==> config.mk <==
export PLATFORM = sky130hd
export DESIGN_NAME = lru_key_value_cache_top
export DESIGN_NICKNAME = d
export VERILOG_FILES = /design/src/hw/rtl/lkvc_pkg.sv /design/src/hw/rtl/lkvc_ctrl.sv /design/src/hw/rtl/lkvc_datapath.sv /design/src/hw/rtl/lru_key_value_cache_top.sv
export SDC_FILE = /design/constraint.sdc
export NUM_CORES = 2
export LEC_CHECK = 0
export ABC_CLOCK_PERIOD_IN_PS = 7750
export BUFFER_PORTS_ARGS = -buffer_cell sky130_fd_sc_hd__buf_2
export CAP_MARGIN = 20
export CORE_MARGIN = 2
export CORE_UTILIZATION = 53
export CTS_BUF_LIST = sky130_fd_sc_hd__clkbuf_16
export CTS_CLUSTER_SIZE = 30
export DETAILED_ROUTE_END_ITERATION = 6
export PLACE_DENSITY = 0.74
export SYNTH_ARGS = -nofsm -noshare
export SYNTH_HDL_FRONTEND = slang
export SYNTH_SLANG_ARGS = --single-unit
==> constraint.sdc <==
create_clock -name clk -period 7.75 [get_ports clk]
set_clock_uncertainty 0.2 [all_clocks]
set_input_delay 0.3875 -clock clk [delete_from_list [all_inputs] [get_ports clk]]
set_output_delay 0.3875 -clock clk [all_outputs]
set_load 0.05 [all_outputs]
==> src/hw/rtl/lkvc_pkg.sv <==
// lkvc_pkg: types and constants shared by the lru key/value cache modules
// holds the request/result item structs, controller states and the
// command/status bundles between controller and datapath; no dependencies
`default_nettype none

package lkvc_pkg;

  // request codes
  localparam logic REQ_GET = 1'b0;
  localparam logic REQ_SET = 1'b1;

  localparam logic [31:0] MISS_VALUE = 32'hFFFF_FFFF;
  localparam logic [4:0]  CAP_RESET  = 5'd16;

  typedef struct packed {
    logic              req_type;
    logic signed [31:0] key;
    logic signed [31:0] write_value;
  } lkvc_in_t;

  typedef struct packed {
    logic              hit;
    logic signed [31:0] read_value;
  } lkvc_out_t;

  typedef enum logic {
    ST_IDLE = 1'b0,
    ST_EXEC = 1'b1
  } lkvc_state_t;

  typedef struct packed {
    logic capture;
    logic execute;
  } lkvc_cmd_t;

  typedef struct packed {
    logic is_get;
  } lkvc_sts_t;

endpackage

`default_nettype wire

==> src/hw/rtl/lkvc_ctrl.sv <==
// lkvc_ctrl: two-state sequencer for the lru cache
// depends on lkvc_pkg; issues capture/execute commands and the result strobe
`default_nettype none

module lkvc_ctrl (
  input  wire logic              clk,
  input  wire logic              rst_n,
  input  wire logic              start,
  output logic                   busy,
  output logic                   out_valid,
  output lkvc_pkg::lkvc_cmd_t    cmd,
  input  wire lkvc_pkg::lkvc_sts_t sts
);
  import lkvc_pkg::*;

  lkvc_state_t state_r, state_nxt;
  logic        strobe_r, strobe_nxt;

  always_comb begin
    state_nxt = state_r;
    unique case (state_r)
      ST_IDLE: if (start) state_nxt = ST_EXEC;
      ST_EXEC: state_nxt = ST_IDLE;
      default: state_nxt = ST_IDLE;
    endcase
  end

  always_comb begin
    cmd        = '0;
    busy       = 1'b0;
    strobe_nxt = 1'b0;
    unique case (state_r)
      ST_IDLE: begin
        cmd.capture = start;
      end
      ST_EXEC: begin
        busy        = 1'b1;
        cmd.execute = 1'b1;
        strobe_nxt  = sts.is_get;
      end
      default: begin
        busy = 1'b0;
      end
    endcase
  end

  always_ff @(posedge clk) begin
    if (!rst_n) begin
      state_r  <= ST_IDLE;
      strobe_r <= 1'b0;
    end else begin
      state_r  <= state_nxt;
      strobe_r <= strobe_nxt;
    end
  end

  assign out_valid = strobe_r;

  // result strobe lands in the cycle after execute, back in idle
  a_strobe_after_exec: assert property (@(posedge clk) disable iff (!rst_n)
    out_valid |-> (state_r == ST_IDLE) && $past(state_r == ST_EXEC))
    else $error("result strobe without a preceding execute cycle");

endmodule

`default_nettype wire

==> src/hw/rtl/lkvc_datapath.sv <==
// lkvc_datapath: key cam, recency ranks, fill count and value memory
// depends on lkvc_pkg; driven by capture/execute commands from lkvc_ctrl
`default_nettype none

module lkvc_datapath #(
  parameter int ENTRIES = 16
) (
  input  wire logic                clk,
  input  wire logic                rst_n,
  input  wire lkvc_pkg::lkvc_in_t  in_item,
  input  wire logic                cfg_we,
  input  wire logic [4:0]          cfg_wdata,
  input  wire lkvc_pkg::lkvc_cmd_t cmd,
  output lkvc_pkg::lkvc_sts_t      sts,
  output lkvc_pkg::lkvc_out_t      out_item
);
  import lkvc_pkg::*;

  localparam int IDX_W = (ENTRIES > 1) ? $clog2(ENTRIES) : 1;
  localparam int AGE_W = IDX_W;
  localparam int CNT_W = $clog2(ENTRIES + 1);
  localparam int CMP_W = (CNT_W > 5) ? CNT_W : 5;
  localparam logic [CMP_W-1:0] ENT_C = CMP_W'(ENTRIES);
  localparam logic [CMP_W-1:0] ONE_C = CMP_W'(1);

  lkvc_in_t          req_r;
  logic [4:0]        cap_r;
  logic [ENTRIES-1:0] valid_r, valid_nxt;
  logic [31:0]       key_r [ENTRIES];
  logic [AGE_W-1:0]  age_r [ENTRIES];
  logic [AGE_W-1:0]  age_nxt [ENTRIES];
  logic [CNT_W-1:0]  fill_r, fill_nxt;
  logic [31:0]       mem [ENTRIES];
  logic [31:0]       rdata_r;
  logic              hit_r;

  logic [ENTRIES-1:0] match_oh, old_oh, free_oh, valid_after;
  logic               found, old_found, free_found;
  logic [IDX_W-1:0]   hit_idx, free_idx, wr_idx;
  logic [AGE_W-1:0]   hit_age;
  logic [CNT_W-1:0]   fill_m1;
  logic [CMP_W-1:0]   cap_ext, eff_cap;
  logic               do_evict, is_set, insert, wr_en;

  assign is_set  = (req_r.req_type == REQ_SET);
  assign fill_m1 = fill_r - CNT_W'(1);

  // clamp capacity into 1..ENTRIES
  always_comb begin
    cap_ext = CMP_W'(cap_r);
    if (cap_ext == '0) eff_cap = ONE_C;
    else if (cap_ext > ENT_C) eff_cap = ENT_C;
    else eff_cap = cap_ext;
  end
  assign do_evict = (CMP_W'(fill_r) >= eff_cap);

  // parallel key compare, lowest matching entry wins
  always_comb begin
    match_oh = '0;
    found    = 1'b0;
    hit_idx  = '0;
    hit_age  = '0;
    for (int i = 0; i < ENTRIES; i++) begin
      if (!found && valid_r[i] && (key_r[i] == req_r.key)) begin
        found       = 1'b1;
        match_oh[i] = 1'b1;
        hit_idx     = IDX_W'(i);
        hit_age     = age_r[i];
      end
    end
  end

  // ranks form a permutation, so the oldest entry holds rank fill-1
  always_comb begin
    old_oh    = '0;
    old_found = 1'b0;
    for (int i = 0; i < ENTRIES; i++) begin
      if (!old_found && valid_r[i] && (CNT_W'(age_r[i]) == fill_m1)) begin
        old_found = 1'b1;
        old_oh[i] = 1'b1;
      end
    end
  end

  assign valid_after = do_evict ? (valid_r & ~old_oh) : valid_r;

  always_comb begin
    free_oh    = '0;
    free_found = 1'b0;
    free_idx   = '0;
    for (int i = 0; i < ENTRIES; i++) begin
      if (!free_found && !valid_after[i]) begin
        free_found = 1'b1;
        free_oh[i] = 1'b1;
        free_idx   = IDX_W'(i);
      end
    end
  end

  assign insert = cmd.execute && is_set && !found;
  assign wr_en  = cmd.execute && is_set;
  assign wr_idx = found ? hit_idx : free_idx;

  always_comb begin
    valid_nxt = valid_r;
    fill_nxt  = fill_r;
    for (int i = 0; i < ENTRIES; i++) age_nxt[i] = age_r[i];
    if (cmd.execute) begin
      if (found) begin
        // hit: entries more recent than the touched one age by one
        for (int i = 0; i < ENTRIES; i++) begin
          if (match_oh[i]) age_nxt[i] = '0;
          else if (valid_r[i] && (age_r[i] < hit_age)) age_nxt[i] = age_r[i] + AGE_W'(1);
        end
      end else if (is_set) begin
        for (int i = 0; i < ENTRIES; i++) begin
          valid_nxt[i] = valid_after[i] | free_oh[i];
          if (free_oh[i]) age_nxt[i] = '0;
          else if (valid_after[i]) age_nxt[i] = age_r[i] + AGE_W'(1);
          else age_nxt[i] = '0;
        end
        fill_nxt = do_evict ? fill_r : fill_r + CNT_W'(1);
      end
    end
  end

  always_ff @(posedge clk) begin
    if (!rst_n) begin
      cap_r   <= CAP_RESET;
      valid_r <= '0;
      fill_r  <= '0;
      hit_r   <= 1'b0;
      for (int i = 0; i < ENTRIES; i++) age_r[i] <= '0;
    end else begin
      if (cfg_we) cap_r <= cfg_wdata;
      valid_r <= valid_nxt;
      fill_r  <= fill_nxt;
      for (int i = 0; i < ENTRIES; i++) age_r[i] <= age_nxt[i];
      if (cmd.execute) hit_r <= found;
    end
  end

  always_ff @(posedge clk) begin
    if (cmd.capture) req_r <= in_item;
    for (int i = 0; i < ENTRIES; i++) begin
      if (insert && free_oh[i]) key_r[i] <= req_r.key;
    end
  end

  // value store: one write port, one registered read port
  always_ff @(posedge clk) begin
    if (wr_en) mem[wr_idx] <= req_r.write_value;
    if (cmd.execute) rdata_r <= mem[hit_idx];
  end

  assign sts.is_get          = (req_r.req_type == REQ_GET);
  assign out_item.hit        = hit_r;
  assign out_item.read_value = hit_r ? rdata_r : MISS_VALUE;

  a_fill_matches_valid: assert property (@(posedge clk) disable iff (!rst_n)
    CNT_W'($countones(valid_r)) == fill_r)
    else $error("fill count disagrees with valid entries");

  a_fill_bounded: assert property (@(posedge clk) disable iff (!rst_n)
    CMP_W'(fill_r) <= ENT_C)
    else $error("fill count above entry count");

  a_evict_keeps_fill: assert property (@(posedge clk) disable iff (!rst_n)
    insert && do_evict |=> $stable(fill_r))
    else $error("insert with eviction changed the fill count");

endmodule

`default_nettype wire

==> src/hw/rtl/lru_key_value_cache_top.sv <==
// lru_key_value_cache_top: fully associative key/value cache, lru replacement
// depends on lkvc_pkg, lkvc_ctrl and lkvc_datapath
//
//   channel   ports                         handshake
//   request   start, busy, in_item          taken when start & !busy
//   result    out_valid, out_item           one-cycle strobe, no backpressure
//   config    cfg_we, cfg_wdata             capacity written when cfg_we
//
// each item passes through capture, then an execute state in which the
// key cam compare, rank update and value write all happen; busy is high there.
// a get's result strobes the cycle after execute, from the registered read of
// the value memory, and the next item can be taken in that same cycle.
// reset clears all entries at once; capacity returns to 16.
`default_nettype none

module lru_key_value_cache_top #(
  parameter int ENTRIES = 16
) (
  input  wire logic               clk,
  input  wire logic               rst_n,
  input  wire logic               start,
  output logic                    busy,
  input  wire lkvc_pkg::lkvc_in_t in_item,
  output logic                    out_valid,
  output lkvc_pkg::lkvc_out_t     out_item,
  input  wire logic               cfg_we,
  input  wire logic [4:0]         cfg_wdata
);
  import lkvc_pkg::*;

  lkvc_cmd_t cmd;
  lkvc_sts_t sts;

  lkvc_ctrl u_ctrl (
    .clk       (clk),
    .rst_n     (rst_n),
    .start     (start),
    .busy      (busy),
    .out_valid (out_valid),
    .cmd       (cmd),
    .sts       (sts)
  );

  lkvc_datapath #(
    .ENTRIES (ENTRIES)
  ) u_datapath (
    .clk       (clk),
    .rst_n     (rst_n),
    .in_item   (in_item),
    .cfg_we    (cfg_we),
    .cfg_wdata (cfg_wdata),
    .cmd       (cmd),
    .sts       (sts),
    .out_item  (out_item)
  );

endmodule

`default_nettype wire

Word-level counts from Yosys, hierarchy flattened
Memories as Yosys holds them, arrays and structs flattened. A register that Yosys moved wholly into a read port is not among the register bits. Index checks and enable logic that the tools add are counted.

Add/subtract/negate cells: 18. Multiply operators: 0. Div/mod/pow operators: 0. $lt $le $gt $ge: 18. Eq/ne operators: 32. Shifts and indexed selects: 0. Muxes and demuxes: 309. Bitwise operators: 37. Reduce and logical (&&, ||, !) cells: 190.

Operators by type and width (number): equality test 32 bit (16); two-way mux 32 bit (16); two-way mux 4 bit (127); OR reduction 32 bit (15); two-way mux 64 bit (3); two-way mux 1 bit (147); logical AND 1 bit (111); equality test 4 x 5 -> 1 bit (16); adder 4 x 1 -> 4 bit, second input constant (16); less-than comparator 4 bit (16); logical NOT 1 bit (60); OR 1 bit (31); two-way mux 3 bit (8); bitwise AND 16 bit (1); two-way mux 16 bit (1); NOT 16 bit (1); two-way mux 5 bit (2); two-way mux 2 bit (4); adder 5 x 1 -> 5 bit, second input constant (1); greater-or-equal comparator 5 bit (1); > comparator 5 bit, second input constant (1); logical NOT 5 bit (1); subtractor 5 x 1 -> 5 bit, second input constant (1); NOT 1 bit (4); other kinds (4) (4).

Bits in registers: 94. Bits in latches: 0. Bits in writable memories: 1088. Memory bits (read-only): 0. Input port bits: 74. Output and inout bits: 35. Logic and storage cells: 616. Memories: 3.

Memories: u_datapath.key_r (depth 16, bits a word 32, rd ports 16, clocked after Yosys merged registers in 0, write ports 1, line lkvc_datapath.sv:29) `logic [31:0] key_r [ENTRIES];`; u_datapath.mem (depth 16, bits a word 32, rd ports 1, clocked after Yosys merged registers in 1, write ports 1, line lkvc_datapath.sv:33) `logic [31:0] mem [ENTRIES];`; u_datapath.age_r (depth 16, bits a word 4, rd ports 16, clocked after Yosys merged registers in 0, write ports 16, line lkvc_datapath.sv:30) `logic [AGE_W-1:0] age_r [ENTRIES];`.

Depth between registers and ports, before layout
Depth in word-level cells: 117. Gate-level depth with buffers: 24. Gate-level depth less buffers: 21.

Modules after synthesis
A second synthesis with hierarchy kept.

Cell total of the unflattened synthesis: 3941. Area total of the unflattened synthesis: 55931.1 sq um.

Modules (own cells, without submodules): lkvc_datapath (instances 1, cells each 3934, area each 55849.8 sq um, seq. area each 35484.0 sq um); lkvc_ctrl (instances 1, cells each 7, area each 81.3 sq um, seq. area each 40.0 sq um).

Least setup slack after synthesis
Ideal clock, no wire load.

Kind: register to register. Start point: reg u_datapath.fill_r[0]. End point: mem u_datapath.key_r[9][0] (netlist: u_datapath.key_r[1][32]) (enable). Library setup time: 513 ps. Arrival time: 7334 ps. Required time: 7037 ps. Slack: -297 ps. Stages on the path, launching flop included: 16. Path buffers: 3. Period minus slack after synthesis: 8047 ps. Cell sequence: dfxtp_1 clkbuf_1 clkbuf_1 inv_1 ha_1 xnor2_1 xor2_1 nand3_1 nor3_1 nand2_1 a41oi_1 o2111ai_1 nand2b_1 or3_1 clkbuf_1 nor4b_1.

Cells in the longest elaborated chain, start to end: 75. Elaborated cells between the ends (all ways): 264. Classes of those cells: add/sub: 1; order compare: 1; eq/ne: 16; mux: 123; bitwise: 2; reduce/logical: 121.

Ends and longest elaborated chain: start, declared (line lkvc_datapath.sv:32) `logic [CNT_W-1:0] fill_r, fill_nxt;`; start signal, assigned (line lkvc_datapath.sv:137) `fill_r <= fill_nxt;`; subtractor 5 x 1 -> 5 bit * (line lkvc_datapath.sv:46) `assign fill_m1 = fill_r - CNT_W'(1);`; named net u_datapath.fill_m1[0] (line lkvc_datapath.sv:41) `logic [CNT_W-1:0] fill_m1;`; equality test 4 x 5 -> 1 bit (line lkvc_datapath.sv:78) `if (!old_found && valid_r[i] && (CNT_W'(age_r[i]) == fill_m1)) begin`; logical AND 1 bit (line lkvc_datapath.sv:78); two-way mux 1 bit (line lkvc_datapath.sv:78); logical NOT 1 bit (line lkvc_datapath.sv:78); logical AND 1 bit (2 in series) (line lkvc_datapath.sv:78); two-way mux 1 bit (line lkvc_datapath.sv:78); [59 not listed]; logical NOT 1 bit (line lkvc_datapath.sv:92) `if (!free_found && !valid_after[i]) begin`; logical AND 1 bit (line lkvc_datapath.sv:92); two-way mux 1 bit (line lkvc_datapath.sv:92); logical AND 1 bit (line lkvc_datapath.sv:146) `if (insert && free_oh[i]) key_r[i] <= req_r.key;`; two-way mux 1 bit (line lkvc_datapath.sv:146); two-way mux 1 bit (not written as such) (line lkvc_datapath.sv:146); OR reduction 32 bit (no line); two-way mux 4 bit (no line) or two-way mux 1 bit (tied branches); end, declared (line lkvc_datapath.sv:29).

The timed path passes the listed nets; every way through them passes the cells marked *.

==> results.sh <==
export IMPL_crit_type="flop to flop"
export IMPL_critPathMaxFanout=15
export IMPL_clock_tree_htree_level_count=4
export IMPL_footprint_of_the_flip_flops_and_latches_um2=35500
export IMPL_die_area_um2=108000
export IMPL_final_core_utilization_pct=60.8
export IMPL_number_of_vias_after_detailed_routing=36288
export IMPL_netlist_top_cells_area="edfxtp_1, xor2_1, xnor2_1"
export IMPL_global_route_usage_total_pct=27.6
export IMPL_timing_hold_worst_class="input port to flop"
export IMPL_placement_rows=118
export IMPL_cts_root_buf="clkbuf_16"
export IMPL_critical_path_cell_chain="buf_4 > buf_4 > xor2_1 > nor4_1 > nand4_1 > or4_1 > nor4b_2 > and2_1 > mux2i_1 > buf_4 > ha_1 > a311oi_1 > o21ai_1 > a21o_1 > or4b_1 > a31oi_1"
export IMPL_post_route_cells_drive_above_1_share_pct=14.8
export IMPL_seq_area_frac_synth_pct=63.8
export IMPL_cts_inserted_buffers=130
export IMPL_antennaDiodeCount=0
export IMPL_total_leakage_power_nw=20.8
export IMPL_period_share_pct=87.1
export IMPL_route_detailed_wl_per_inst_um=25.6
export IMPL_ys_async_sr_fraction_pct=0
export IMPL_finalWorstPathRequiredPeriod_ps=6750
export IMPL_p_sw_mw=3.10
export IMPL_switching_share_pct=22.3
export IMPL_grt_overflow=0
export IMPL_syn_mean_instance_area_um2=13.6
export IMPL_startpoint_type="flop"
export IMPL_syn_cell_area_um2=55600
export IMPL_seqPwrFrac_pct=52.8
export IMPL_rsz0062_at_grt="no"
export IMPL_power_frac_comb_pct=4.7
export IMPL_worst_pin_slew_ps=1100
export IMPL_drt_first_pass_iters=6
export IMPL_path_delay_family="simple AND/OR/NAND/NOR gates"
export IMPL_multi_input_area_um2=19000
export IMPL_power_per_cell_area_nw_per_um2=220
export IMPL_share_clk_of_total_power_pct=42.6
export IMPL_crit_path_end_kind="flop"
export IMPL_first_global_vias=35140
export IMPL_design_final_nets=4465
export IMPL_timing_setup_tns_ps=0
export IMPL_largest_net_degree_at_the_start_of_global_routing=89
export IMPL_antenna_violating_nets_post_route=0
export IMPL_arrival_ps=7190
export IMPL_slew_limit_fails=0
export IMPL_synthDominantAreaCellType="edfxtp_1"
export IMPL_internal_power_mw=10.8
export IMPL_count_of_flip_flops_with_a_built_in_enable_after_synthesis=1121
export IMPL_run_status="finished clean"
export IMPL_yosys_warnings=0
export IMPL_ioPinCount=109
export IMPL_insertion_delay_ps=760
export IMPL_final_hold_viol_count=0
export IMPL_power_ir_vdd_worst_uv=162
export IMPL_drv_cap=0
export IMPL_cts_repair_timing_setup_buffer_count=0
export IMPL_cp_slowest_cell="edfxtp_1"
export IMPL_crit_required_ps=8190
export IMPL_vias_per_cell=6.23
export IMPL_yosysTopAreaCellShare_pct=60.5
export IMPL_clock_sinks=1214
export IMPL_ys_ff_latch=1214
export IMPL_cts_max_path_buffers=3
export IMPL_fill_cells=7789
export IMPL_grt_pass1_wl_um=222000
export IMPL_die_width_um=328
export IMPL_cts_clk_slew_worst_paths_ps=60
export IMPL_die_h_um=328
export IMPL_synth_flop_cell="edfxtp_1"
export IMPL_post_cts_resized=0
export IMPL_synth_net_count=4212
export IMPL_hpwl_um=95200
export IMPL_wirelength_um=149000
export IMPL_netlist_instances=4099
export IMPL_detail_route_drc_violations=0
export IMPL_initial_utilization_pct=53.6
export IMPL_cp_buffers_inverters=3
export IMPL_drt_iter0_markers=4838
export IMPL_core_region_area_um2=104000
export IMPL_portBuffers=108
export IMPL_post_layout_total_power_mw=13.9
export IMPL_relSlewSlack_pct=26.4
export IMPL_fmaxAchievable_ghz=0.148
export IMPL_yosys_cell_types=103
export IMPL_routabilityCongestion=0.979
export IMPL_flow_area_growth_from_synthesis_pct=13.4
export IMPL_timing_final_setup_violations=0
export IMPL_cpPeakStageDelay_ps=1050
export IMPL_tritoncts="yes"
export IMPL_initial_antenna_violation_count=3
export IMPL_critPathMostFrequentCell="buf_4"
per-layer routing:
metal  up-vias  routed length, um  GRT usage [%]
met2      1986              66500           41.7
met3       320              14500           4.47
met1     17919              63400           40.7
li1      16063                  -              -
met4         0               4710           9.52
met5         -                  0              0
kinds of logic (layout without fill, tap and decap cells):
group / count (synthesis) / in the layout / synth area share (%)
AOI/OAI and AO/OA: 553 / 553 / 6.73
xor gates and xnor gates: 622 / 622 / 9.79
adders and majority gates: 39 / 39 / 0.877
buffers and inverters: 270 / 618 / 2.50
DFF: 1214 / 1214 / 63.8
muxes: 275 / 275 / 5.24
and+or+nand+nor: 1126 / 1126 / 11.0
tightest hold or removal path: cells and delay by family:
family | cells | cell delay (ps)
AO/OA/AOI/OAI | 2 | 220
buffers and inverters | 1 | 330
sequential cells by signal (all words and copies together), names as in the netlist:
register / count
u_datapath.key_r: 512
u_datapath.mem: 512
u_datapath.age_r: 64
u_datapath.req_r: 64
u_datapath.rdata_r: 32
u_datapath.valid_r: 16
u_datapath.cap_ext: 5
u_datapath.fill_r: 5
u_ctrl.out_valid: 1
u_ctrl.state_r: 1
u_datapath.hit_r: 1
u_datapath.is_set: 1
power by group through the flow:
stage | clock network, mW | logic, mW | registers [mW]
2_1_floorplan | 0 | 0.387 | 7.42
3_3_place_gp | 0 | 0.595 | 7.46
4_1_cts | 5.97 | 0.640 | 7.32
5_1_grt | 6.22 | 0.690 | 7.33
3_5_place_dp | 0 | 0.604 | 7.46
6_report | 5.91 | 0.648 | 7.33
final cells by class:
type | instances | area share [%]
flip-flops and latches | 1214 | 56.3
clock buffers | 136 | 5.39
inverters | 54 | 0.321
multi-input cells | 2615 | 30.1
clock inverters | 91 | 1.00
repair buffers | 337 | 4.12
well taps | 1380 | 2.74
cells in the final DEF, fill, tap and decap left out, drive strengths merged, types with 81 or more instances in the layout:
cell    count
clkbuf    136
nand3      81
nor4      145
mux2      131
xnor2     261
nand4     120
nand2     135
mux2i     144
buf       260
o21ai      84
dfxtp      93
xor2      361
nor2      290
a211oi    107
inv        87
edfxtp   1121
a21oi     178
cells in the mapped netlist (16+ instances only):
master / instances
nand3_1: 80
inv_1: 52
mux2_2: 131
and3_1: 36
clkbuf_1: 109
xor2_1: 361
dfxtp_1: 93
a21oi_1: 176
nand4_1: 118
o21a_1: 19
nor4_1: 142
nor3_1: 62
nand2b_1: 69
buf_4: 31
ha_1: 39
nand4b_1: 16
nand2_1: 134
mux2i_1: 144
o21ai_0: 70
buf_6: 26
edfxtp_1: 1121
and2_1: 21
or4_1: 33
a31oi_1: 19
nor2_1: 290
buf_2: 35
a211oi_1: 104
xnor2_1: 261
or3_1: 24
and4_1: 19
worst paths after layout:
check,start,to,slack [ps],cells past startpoint
max reg2reg,u_datapath.req_r[33]$_DFFE_PP_,u_datapath.age_r[0][15]$_SDFFE_PN0P_,1000,16
max,u_datapath.req_r[33]$_DFFE_PP_,u_datapath.age_r[0][15]$_SDFFE_PN0P_,1000,16
min,rst_n,u_datapath.valid_r[12]$_SDFFE_PN0P_,70,3
min reg2reg,u_datapath.age_r[0][31]$_SDFFE_PN0P_,u_datapath.age_r[0][31]$_SDFFE_PN0P_,370,2
per-stage QoR:
stage,hold slack [ps],area (um^2),std cells,setup WS [ps]
floorplan,261,55700,4099,89.3
global placement,289,58300,5523,1390
detailed placement,293,58300,5523,1250
CTS,4.31,63100,5827,1140
global route,75.0,63100,5827,790
finish,72.1,63100,5827,1000
what timing repair did:
item / in CTS / in global routing
endpoints found under the hold margin: 77 / 0
setup endpoints to repair: 0 / 0
hold buffers: 77 / 0
Power figures use the tool's default switching activity.
